[src/rtl/izs_pkg.sv]
// ----------------------------------------------------------------------------
// Irrigation zone scheduler package
// Shared types, command codes, state encoding and small helper functions.
// ----------------------------------------------------------------------------
`timescale 1ns / 1ps
`default_nettype none

package izs_pkg;

  localparam logic [30:0] SANE_SECONDS = 31'd1420070400;
  localparam logic [16:0] DAY_SECONDS  = 17'd86400;
  localparam logic [6:0]  RESET_ZONE   = 7'd100;
  localparam logic [6:0]  ALL_OFF_ZONE = 7'd101;
  localparam logic [6:0]  STEP_LIMIT   = 7'd100;

  // Reciprocal of 675 scaled by 2^35; exact for dividends below 2^25.
  localparam logic [25:0] DAY_RECIP    = 26'd50903317;

  typedef enum logic [2:0] {
    CMD_TICK   = 3'd0,
    CMD_MANUAL = 3'd1,
    CMD_CLEAR  = 3'd2,
    CMD_APPEND = 3'd3,
    CMD_COMMIT = 3'd4
  } cmd_e;

  typedef enum logic [3:0] {
    ST_IDLE,
    ST_DISPATCH,
    ST_FIRE_RD,
    ST_FIRE_EXEC,
    ST_RC_INIT,
    ST_RC_RD,
    ST_RC_LOAD,
    ST_RC_DIV,
    ST_RC_T0,
    ST_RC_STEP,
    ST_DONE
  } state_e;

  typedef struct packed {
    logic [2:0]  cmd;
    logic [30:0] now;
    logic [6:0]  zone;
    logic        on_off;
    logic [30:0] start_time;
    logic [30:0] end_time;
    logic [16:0] time_of_day;
    logic [15:0] duration;
    logic [7:0]  repeat_days;
    logic [6:0]  day_mask;
  } req_t;

  typedef struct packed {
    logic [7:0] relay_pattern;
    logic       reset_request;
    logic [5:0] pending_count;
    logic       table_full;
  } rsp_t;

  typedef struct packed {
    logic [30:0] start_time;
    logic [30:0] end_time;
    logic [6:0]  zone;
    logic [16:0] time_of_day;
    logic [15:0] duration;
    logic [7:0]  repeat_days;
    logic [6:0]  day_mask;
  } sched_ent_t;

  typedef struct packed {
    logic [30:0] on_time;
    logic [6:0]  zone;
    logic [15:0] duration;
  } pend_ent_t;

  typedef struct packed {
    logic latch;
    logic set_synced;
    logic countdown;
    logic manual;
    logic clear;
    logic append;
    logic fire_rd;
    logic fire_exec;
    logic rc_init;
    logic rc_rd;
    logic rc_load;
    logic rc_div;
    logic rc_t0;
    logic rc_step;
  } ctrl_t;

  typedef struct packed {
    logic cmd_tick;
    logic cmd_manual;
    logic cmd_clear;
    logic cmd_append;
    logic cmd_commit;
    logic synced;
    logic now_gt_sane;
    logic now_sane;
    logic fire_more;
    logic fired;
    logic rc_more;
    logic div_last;
    logic step_adv;
  } stat_t;

  function automatic logic [2:0] mod7_u8(input logic [7:0] x);
    logic [4:0] s1;
    logic [3:0] s2;
    s1 = {3'b0, x[7:6]} + {2'b0, x[5:3]} + {2'b0, x[2:0]};
    s2 = {2'b0, s1[4:3]} + {1'b0, s1[2:0]};
    if (s2 >= 4'd7) begin
      s2 = s2 - 4'd7;
    end
    return s2[2:0];
  endfunction

  function automatic logic [2:0] mod7_u16(input logic [15:0] x);
    logic [2:0] hi;
    logic [2:0] lo;
    hi = mod7_u8(x[15:8]);
    lo = mod7_u8(x[7:0]);
    return mod7_u8({3'b000, hi, 2'b00} + {5'b00000, lo});
  endfunction

  function automatic logic [2:0] mod7_small(input logic [3:0] x);
    logic [3:0] r;
    r = x;
    if (r >= 4'd7) begin
      r = r - 4'd7;
    end
    return r[2:0];
  endfunction

endpackage

`default_nettype wire

[src/rtl/izs_ctrl.sv]
// ----------------------------------------------------------------------------
// Irrigation zone scheduler controller
// Sequences each request through dispatch, firing and recompute steps.
// ----------------------------------------------------------------------------
`timescale 1ns / 1ps
`default_nettype none

module izs_ctrl (
  input  wire logic           clk_i,
  input  wire logic           rst_ni,
  input  wire logic           start_i,
  input  wire izs_pkg::stat_t stat_i,
  output izs_pkg::ctrl_t      ctrl_o,
  output logic                busy_o,
  output logic                done_o
);

  izs_pkg::state_e state_q, state_d;

  always_ff @(posedge clk_i or negedge rst_ni) begin
    if (!rst_ni) begin
      state_q <= izs_pkg::ST_IDLE;
    end else begin
      state_q <= state_d;
    end
  end

  always_comb begin
    state_d = state_q;
    unique case (state_q)
      izs_pkg::ST_IDLE: begin
        if (start_i) state_d = izs_pkg::ST_DISPATCH;
      end
      izs_pkg::ST_DISPATCH: begin
        priority if (stat_i.cmd_tick) begin
          if (stat_i.synced) state_d = izs_pkg::ST_FIRE_RD;
          else if (stat_i.now_gt_sane) state_d = izs_pkg::ST_RC_INIT;
          else state_d = izs_pkg::ST_DONE;
        end else if (stat_i.cmd_commit) begin
          state_d = izs_pkg::ST_RC_INIT;
        end else begin
          state_d = izs_pkg::ST_DONE;
        end
      end
      izs_pkg::ST_FIRE_RD: begin
        if (stat_i.fire_more) state_d = izs_pkg::ST_FIRE_EXEC;
        else if (stat_i.fired) state_d = izs_pkg::ST_RC_INIT;
        else state_d = izs_pkg::ST_DONE;
      end
      izs_pkg::ST_FIRE_EXEC: state_d = izs_pkg::ST_FIRE_RD;
      izs_pkg::ST_RC_INIT: begin
        state_d = stat_i.now_sane ? izs_pkg::ST_RC_RD : izs_pkg::ST_DONE;
      end
      izs_pkg::ST_RC_RD: begin
        state_d = stat_i.rc_more ? izs_pkg::ST_RC_LOAD : izs_pkg::ST_DONE;
      end
      izs_pkg::ST_RC_LOAD: state_d = izs_pkg::ST_RC_DIV;
      izs_pkg::ST_RC_DIV: begin
        if (stat_i.div_last) state_d = izs_pkg::ST_RC_T0;
      end
      izs_pkg::ST_RC_T0: state_d = izs_pkg::ST_RC_STEP;
      izs_pkg::ST_RC_STEP: begin
        if (!stat_i.step_adv) state_d = izs_pkg::ST_RC_RD;
      end
      izs_pkg::ST_DONE: state_d = izs_pkg::ST_IDLE;
      default: state_d = izs_pkg::ST_IDLE;
    endcase
  end

  always_comb begin
    ctrl_o = '0;
    busy_o = (state_q != izs_pkg::ST_IDLE);
    done_o = (state_q == izs_pkg::ST_DONE);
    unique case (state_q)
      izs_pkg::ST_IDLE: ctrl_o.latch = start_i;
      izs_pkg::ST_DISPATCH: begin
        ctrl_o.set_synced = stat_i.cmd_tick && !stat_i.synced && stat_i.now_gt_sane;
        ctrl_o.countdown  = stat_i.cmd_tick && stat_i.synced;
        ctrl_o.manual     = stat_i.cmd_manual;
        ctrl_o.clear      = stat_i.cmd_clear;
        ctrl_o.append     = stat_i.cmd_append;
      end
      izs_pkg::ST_FIRE_RD:   ctrl_o.fire_rd   = stat_i.fire_more;
      izs_pkg::ST_FIRE_EXEC: ctrl_o.fire_exec = 1'b1;
      izs_pkg::ST_RC_INIT:   ctrl_o.rc_init   = 1'b1;
      izs_pkg::ST_RC_RD:     ctrl_o.rc_rd     = stat_i.rc_more;
      izs_pkg::ST_RC_LOAD:   ctrl_o.rc_load   = 1'b1;
      izs_pkg::ST_RC_DIV:    ctrl_o.rc_div    = 1'b1;
      izs_pkg::ST_RC_T0:     ctrl_o.rc_t0     = 1'b1;
      izs_pkg::ST_RC_STEP:   ctrl_o.rc_step   = 1'b1;
      izs_pkg::ST_DONE: ;
      default: ;
    endcase
  end

  a_accept_busy: assert property (@(posedge clk_i) disable iff (!rst_ni)
    (start_i && !busy_o) |=> busy_o)
    else $error("accepted request did not make the block busy");

  a_done_idle: assert property (@(posedge clk_i) disable iff (!rst_ni)
    done_o |=> !busy_o)
    else $error("block stayed busy after its result");

  a_done_single: assert property (@(posedge clk_i) disable iff (!rst_ni)
    done_o |=> !done_o)
    else $error("result strobe lasted more than one cycle");

endmodule

`default_nettype wire

[config.mk]
export PLATFORM = sky130hd
export DESIGN_NAME = izs_ctrl
export DESIGN_NICKNAME = d
export VERILOG_FILES = /design/src/rtl/izs_pkg.sv /design/src/rtl/izs_ctrl.sv
export SDC_FILE = /design/constraint.sdc
export NUM_CORES = 1
export LEC_CHECK = 0
export BUFFER_PORTS_ARGS = -buffer_cell sky130_fd_sc_hd__buf_2
export CAP_MARGIN = 10
export CORE_UTILIZATION = 40
export DETAILED_ROUTE_END_ITERATION = 6
export GPL_TIMING_DRIVEN = 1
export PLACE_DENSITY = 0.74
export RECOVER_POWER = 50
export SETUP_SLACK_MARGIN = 0.2
export SYNTH_ARGS = -nofsm -noshare
export SYNTH_HDL_FRONTEND = slang
export SYNTH_SLANG_ARGS = --single-unit
export TNS_END_PERCENT = 20
[constraint.sdc]
create_clock -name clk_i -period 2.6 [get_ports clk_i]
set_input_delay 0.52 -clock clk_i [delete_from_list [all_inputs] [get_ports clk_i]]
set_output_delay 0.52 -clock clk_i [all_outputs]
set_load 0.01 [all_outputs]
=== After elaboration in Yosys (flattened, before gate mapping) ===
Cells that the tools add are included.

* Equal/unequal tests: 13
* Mux-type cells: 22
* Reduce and logical (&&, ||, !) cells: 7

{| class="wikitable"
|+ Operator list
! kind !! count
|-
| 4-bit two-way mux || 11
|-
| 4-bit one-hot mux with 10 select lines || 1
|-
| 4-bit by 3-bit equality test with 1-bit output (second input constant) || 4
|-
| 4-bit equality test (second input constant) || 3
|-
| 1-bit two-way mux || 9
|-
| 4-bit by 2-bit equality test with 1-bit output (second input constant) || 2
|-
| 2-bit inequality test (second input constant) || 3
|-
| 5-bit two-way mux || 1
|-
| 4-bit by 1-bit equality test with 1-bit output (second input constant) || 1
|-
| 4-bit logical NOT || 1
|-
| 4-bit nonzero test || 1
|-
| 1-bit logical AND || 3
|-
| 3-bit AND reduction || 1
|-
| 1-bit logical NOT || 1
|}

* Flip-flop bits (word level): 4
* Bits of input ports: 16

=== Logic depth before layout (Yosys ltp) ===
* Depth after elaboration: 4
* Gate-level depth with buffers: 5
* Gate-level depth less buffers: 4

=== Worst setup path after synthesis ===
No wires, ideal clock.

* Kind: register -> output
* From: register state_q[3]
* To: output ctrl_o[12] in the netlist's numbering
* Arrival time: 1070 ps
* Stages on the path, launching flop included: 5
* Path slack: 1010 ps
* Buffers on the path: 1
* Cell sequence: dfrtp_1 > buf_2 > nor2_1 > nand2_1 > nor2_1

{| class="wikitable"
|+ RTL lines
! what !! RTL line !! text
|-
| start: declaration || izs_ctrl.sv:18 || <nowiki>izs_pkg::state_e state_q, state_d;</nowiki>
|-
| start signal: assignment || izs_ctrl.sv:22 || <nowiki>state_q <= izs_pkg::ST_IDLE;</nowiki>
|-
| start signal: assignment || izs_ctrl.sv:24 || <nowiki>state_q <= state_d;</nowiki>
|-
| end: declaration || izs_ctrl.sv:13 || <nowiki>output izs_pkg::ctrl_t ctrl_o,</nowiki>
|}

==> flow_results.xml <==
<?xml version="1.0" encoding="UTF-8"?>
<metrics>
  <group name="synthesis">
    <metric name="post-synth-top-area-cell" unit="">sky130_fd_sc_hd__dfrtp_1</metric>
    <metric name="yosysTopAreaCellShare" unit="">0.1822</metric>
    <metric name="synth_area" unit="um^2">549.3</metric>
    <metric name="synthesis.area_per_instance" unit="um^2">6.953</metric>
    <metric name="synthesis.yosys.warnings" unit="">0</metric>
    <metric name="mappedNetlistNets" unit="">95</metric>
    <metric name="synth.distinct_cells" unit="">31</metric>
    <metric name="ys_seq_elements" unit="">4</metric>
    <metric name="synthCells" unit="">79</metric>
    <metric name="synth_area_leaders" unit="">sky130_fd_sc_hd__dfrtp_1, sky130_fd_sc_hd__nor2_1, sky130_fd_sc_hd__nand2b_1</metric>
    <metric name="seq_area_frac_synth" unit="">0.1822</metric>
  </group>
  <group name="clock_tree">
    <metric name="htreeDepth" unit="">1</metric>
    <metric name="cts_tree" unit="">yes</metric>
    <metric name="cts_inserted_buffers" unit="">3</metric>
    <metric name="cts.root.buffer_cell" unit="">sky130_fd_sc_hd__clkbuf_4</metric>
    <metric name="cts.sink_count" unit="">4</metric>
    <metric name="cts_resized" unit="">0</metric>
    <metric name="post-cts-setup-buffers" unit="">0</metric>
    <metric name="clockBufferDepth" unit="">2</metric>
    <metric name="clkSlewWorstSetupHoldPaths" unit="ns">0.04</metric>
    <metric name="clock_insertion_delay_worst_skew" unit="ns">0.24</metric>
    <metric name="postCtsHoldBufs" unit="">0</metric>
  </group>
  <group name="worst_setup_path">
    <metric name="crit_type" unit="">flop to output port</metric>
    <metric name="critical_path.cell_chain" unit="">nand2b_1 -&gt; nor3_1 -&gt; and3_1 -&gt; buf_2</metric>
    <metric name="critical_path_destination" unit="">ctrl_o[11]</metric>
    <metric name="cpPeakStageDelay" unit="ns">0.54</metric>
    <metric name="crit_cells" unit="">4</metric>
    <metric name="worst_setup_path_end_kind" unit="">output port</metric>
    <metric name="critical_path.reg2reg.startpoint" unit="">state_q[0]$_DFFE_PN0P_</metric>
    <metric name="crit_fanout" unit="">17</metric>
    <metric name="worstPathRequired" unit="ns">2.08</metric>
    <metric name="reg2reg_depth" unit="">4</metric>
    <metric name="cpLargestDelayFamily" unit="">simple AND/OR/NAND/NOR gates</metric>
    <metric name="cp_slowest_cell" unit="">sky130_fd_sc_hd__dfrtp_1</metric>
    <metric name="r2r_setup_slack" unit="ns">0.95</metric>
    <metric name="launching_element_type_of_the_critical_path" unit="">flop</metric>
    <metric name="timing.rr.end" unit="">state_q[1]$_DFFE_PN0P_</metric>
    <metric name="cp_num_buf_inv" unit="">1</metric>
    <metric name="critical_path_arrival" unit="ns">1.56</metric>
    <metric name="crit_start" unit="">state_q[1]$_DFFE_PN0P_</metric>
  </group>
  <group name="grt">
    <metric name="global_route.overflow_total" unit="">0</metric>
    <metric name="maximum_number_of_pins_on_one_net_before_global_route_repair" unit="">18</metric>
    <metric name="grt.total_usage" unit="">0.2168</metric>
    <metric name="first_pass_grt_wire_length" unit="um">2297</metric>
    <metric name="grt_pass1_vias" unit="">557</metric>
    <metric name="antenna_found_initial" unit="">0</metric>
  </group>
  <group name="power">
    <metric name="total_power" unit="W">0.0006186</metric>
    <metric name="leakagePower" unit="nW">0.3646</metric>
    <metric name="vdd.ir_drop.worst" unit="mV">0.4865</metric>
    <metric name="power_per_cell_area" unit="mW/mm^2">879.7</metric>
  </group>
  <group name="final_layout">
    <metric name="mostFrequentLayoutCell" unit="">sky130_fd_sc_hd__buf_2</metric>
    <metric name="largest_register_ff_count" unit="">4</metric>
    <metric name="layout_common_cells" unit="">sky130_fd_sc_hd__buf_2, sky130_fd_sc_hd__nor2_1, sky130_fd_sc_hd__o21ai_0</metric>
    <metric name="final_net_count" unit="">127</metric>
    <metric name="synthToLayoutAreaGrowth" unit="%">28.02</metric>
    <metric name="top_regs" unit="">state_q x4</metric>
    <metric name="drive_above_1_share" unit="">0.3211</metric>
    <metric name="antenna_cells" unit="">0</metric>
    <metric name="reg_with_most_ffs" unit="">state_q</metric>
  </group>
  <group name="place">
    <metric name="place.detailed.hpwl" unit="um">1084</metric>
    <metric name="place.gp.congestion" unit="">0.8027</metric>
    <metric name="port_buffers" unit="">31</metric>
  </group>
  <group name="die">
    <metric name="die_height" unit="um">39.06</metric>
    <metric name="design.core.area" unit="mm^2">0.001186</metric>
    <metric name="ios" unit="">32</metric>
    <metric name="fp-row-count" unit="">12</metric>
    <metric name="die_area" unit="mm^2">0.001525</metric>
    <metric name="floorplan.initialDensity" unit="">0.4631</metric>
    <metric name="dieWidth" unit="um">39.06</metric>
  </group>
  <group name="sta">
    <metric name="final.period_utilization" unit="">0.7998</metric>
    <metric name="fin_crit" unit="ns">2.079</metric>
    <metric name="fin_skew" unit="ns">0.0003674</metric>
    <metric name="peak_freq" unit="MHz">480.9</metric>
    <metric name="setup_viol" unit="">0</metric>
    <metric name="timing.final.hold_violations" unit="">0</metric>
    <metric name="maxSlewViolCount" unit="">0</metric>
    <metric name="worstMarginPinSlew" unit="ns">0.4583</metric>
    <metric name="rsz0062_at_grt" unit="">false</metric>
    <metric name="max_slew_headroom" unit="">0.6945</metric>
    <metric name="finalSetupTns" unit="ns">0</metric>
  </group>
  <group name="route">
    <metric name="routed_wire_length_per_instance" unit="um">11.79</metric>
    <metric name="drt_first_pass_iters" unit="">4</metric>
    <metric name="dr_total_vias" unit="">693</metric>
    <metric name="drt-total-wl" unit="um">1450</metric>
    <metric name="avgViaCountPerCell" unit="">5.634</metric>
    <metric name="dr.first_iter.drc_count" unit="">22</metric>
    <metric name="postRouteAntennaNets" unit="">0</metric>
    <metric name="drc" unit="">0</metric>
  </group>
  <group name="flow_run">
    <metric name="maxCapViolations" unit="">0</metric>
  </group>
  <group name="worst_hold_path">
    <metric name="min_path_type" unit="">input pin to async pin</metric>
  </group>
  <group name="run_status">
    <metric name="run_status" unit="">finished clean</metric>
  </group>
</metrics>
[cell families after synthesis]
kind of cell	after synthesis	share of synthesized area
AO/OA/AOI/OAI	18	0.2141
buffers and inverters	7	0.07972
flip-flops	4	0.1822
AND/OR/NAND/NOR	50	0.5239
[metrics by stage]
step           setup WS [ns]  area [um^2]  cells    util  hold slack, ns
6_report              0.5205        703.2    123  0.5928         0.09279
5_1_grt               0.4185        703.2    123  0.5928          0.1046
4_1_cts               0.5585        711.9    123  0.6002         0.07611
3_5_place_dp          0.8094        689.4    120  0.5812          0.3280
3_3_place_gp          0.8461        689.4    120  0.5812          0.3249
2_1_floorplan          1.010        549.3     79       -          0.2244
[worst reg2reg max path, cell delays in order, from the launching register on]
cell and delay, ns:
sky130_fd_sc_hd__dfrtp_1 0.53, sky130_fd_sc_hd__nand2_1 0.22, sky130_fd_sc_hd__nor2_1 0.06, sky130_fd_sc_hd__or4_2 0.65, sky130_fd_sc_hd__o211ai_2 0.10
[layout make-up]
type / instances / area, um^2
Inverter: 3 / 11.26
Sequential cell: 4 / 100.1
Tap cell: 14 / 17.52
Fill cell: 122 / 483.0
Multi-Input combinational cell: 68 / 402.9
Timing Repair Buffer: 31 / 148.9
Clock buffer: 3 / 22.52
[worst min path at each step]
stage / from / cells after the start / to
global route: rst_ni / 1 / state_q[2]$_DFFE_PN0P_
global placement: rst_ni / 1 / state_q[2]$_DFFE_PN0P_
finish: rst_ni / 1 / state_q[2]$_DFFE_PN0P_
CTS: rst_ni / 1 / state_q[2]$_DFFE_PN0P_
floorplan: rst_ni / 0 / state_q[0]$_DFFE_PN0P_
detailed placement: rst_ni / 1 / state_q[3]$_DFFE_PN0P_
[synth_stat cells]
cell type / number
sky130_fd_sc_hd__nor2_1: 12
sky130_fd_sc_hd__nand2_1: 8
sky130_fd_sc_hd__nand2b_1: 7
sky130_fd_sc_hd__o21ai_0: 7
sky130_fd_sc_hd__and3_1: 6
sky130_fd_sc_hd__dfrtp_1: 4
sky130_fd_sc_hd__nor3_1: 4
sky130_fd_sc_hd__inv_1: 3
sky130_fd_sc_hd__o21ai_1: 3
sky130_fd_sc_hd__and4bb_2: 2
sky130_fd_sc_hd__buf_2: 2
sky130_fd_sc_hd__buf_6: 2
sky130_fd_sc_hd__a21bo_1: 1
sky130_fd_sc_hd__a21oi_1: 1
sky130_fd_sc_hd__a221oi_1: 1
sky130_fd_sc_hd__a31oi_1: 1
sky130_fd_sc_hd__a32o_1: 1
sky130_fd_sc_hd__a32oi_1: 1
sky130_fd_sc_hd__and2_1: 1
sky130_fd_sc_hd__and2b_1: 1
sky130_fd_sc_hd__nand3_1: 1
sky130_fd_sc_hd__nand3b_1: 1
sky130_fd_sc_hd__nor2_2: 1
sky130_fd_sc_hd__nor2b_1: 1
sky130_fd_sc_hd__nor4_1: 1
sky130_fd_sc_hd__nor4b_2: 1
sky130_fd_sc_hd__o211ai_2: 1
sky130_fd_sc_hd__o22ai_1: 1
sky130_fd_sc_hd__or3_1: 1
sky130_fd_sc_hd__or3b_1: 1
sky130_fd_sc_hd__or4_4: 1
[report_power, final]
part	leakage (nW)	total (W)	internal, W	switching [W]
logic	0.299	0.000358	0.000170	0.000189
clock network	0.0138	0.0000824	0.0000520	0.0000304
registers	0.0514	0.000178	0.0000862	0.0000917
[layer usage]
metal  global-route usage  up-vias  share of wire
met5                    0        -              0
met4              0.05172        0         0.0069
met3              0.03468        2          0.086
met2               0.3708       36           0.46
met1               0.2797      308           0.45
li1                     -      347              -
(Power assumes the default switching activity.)
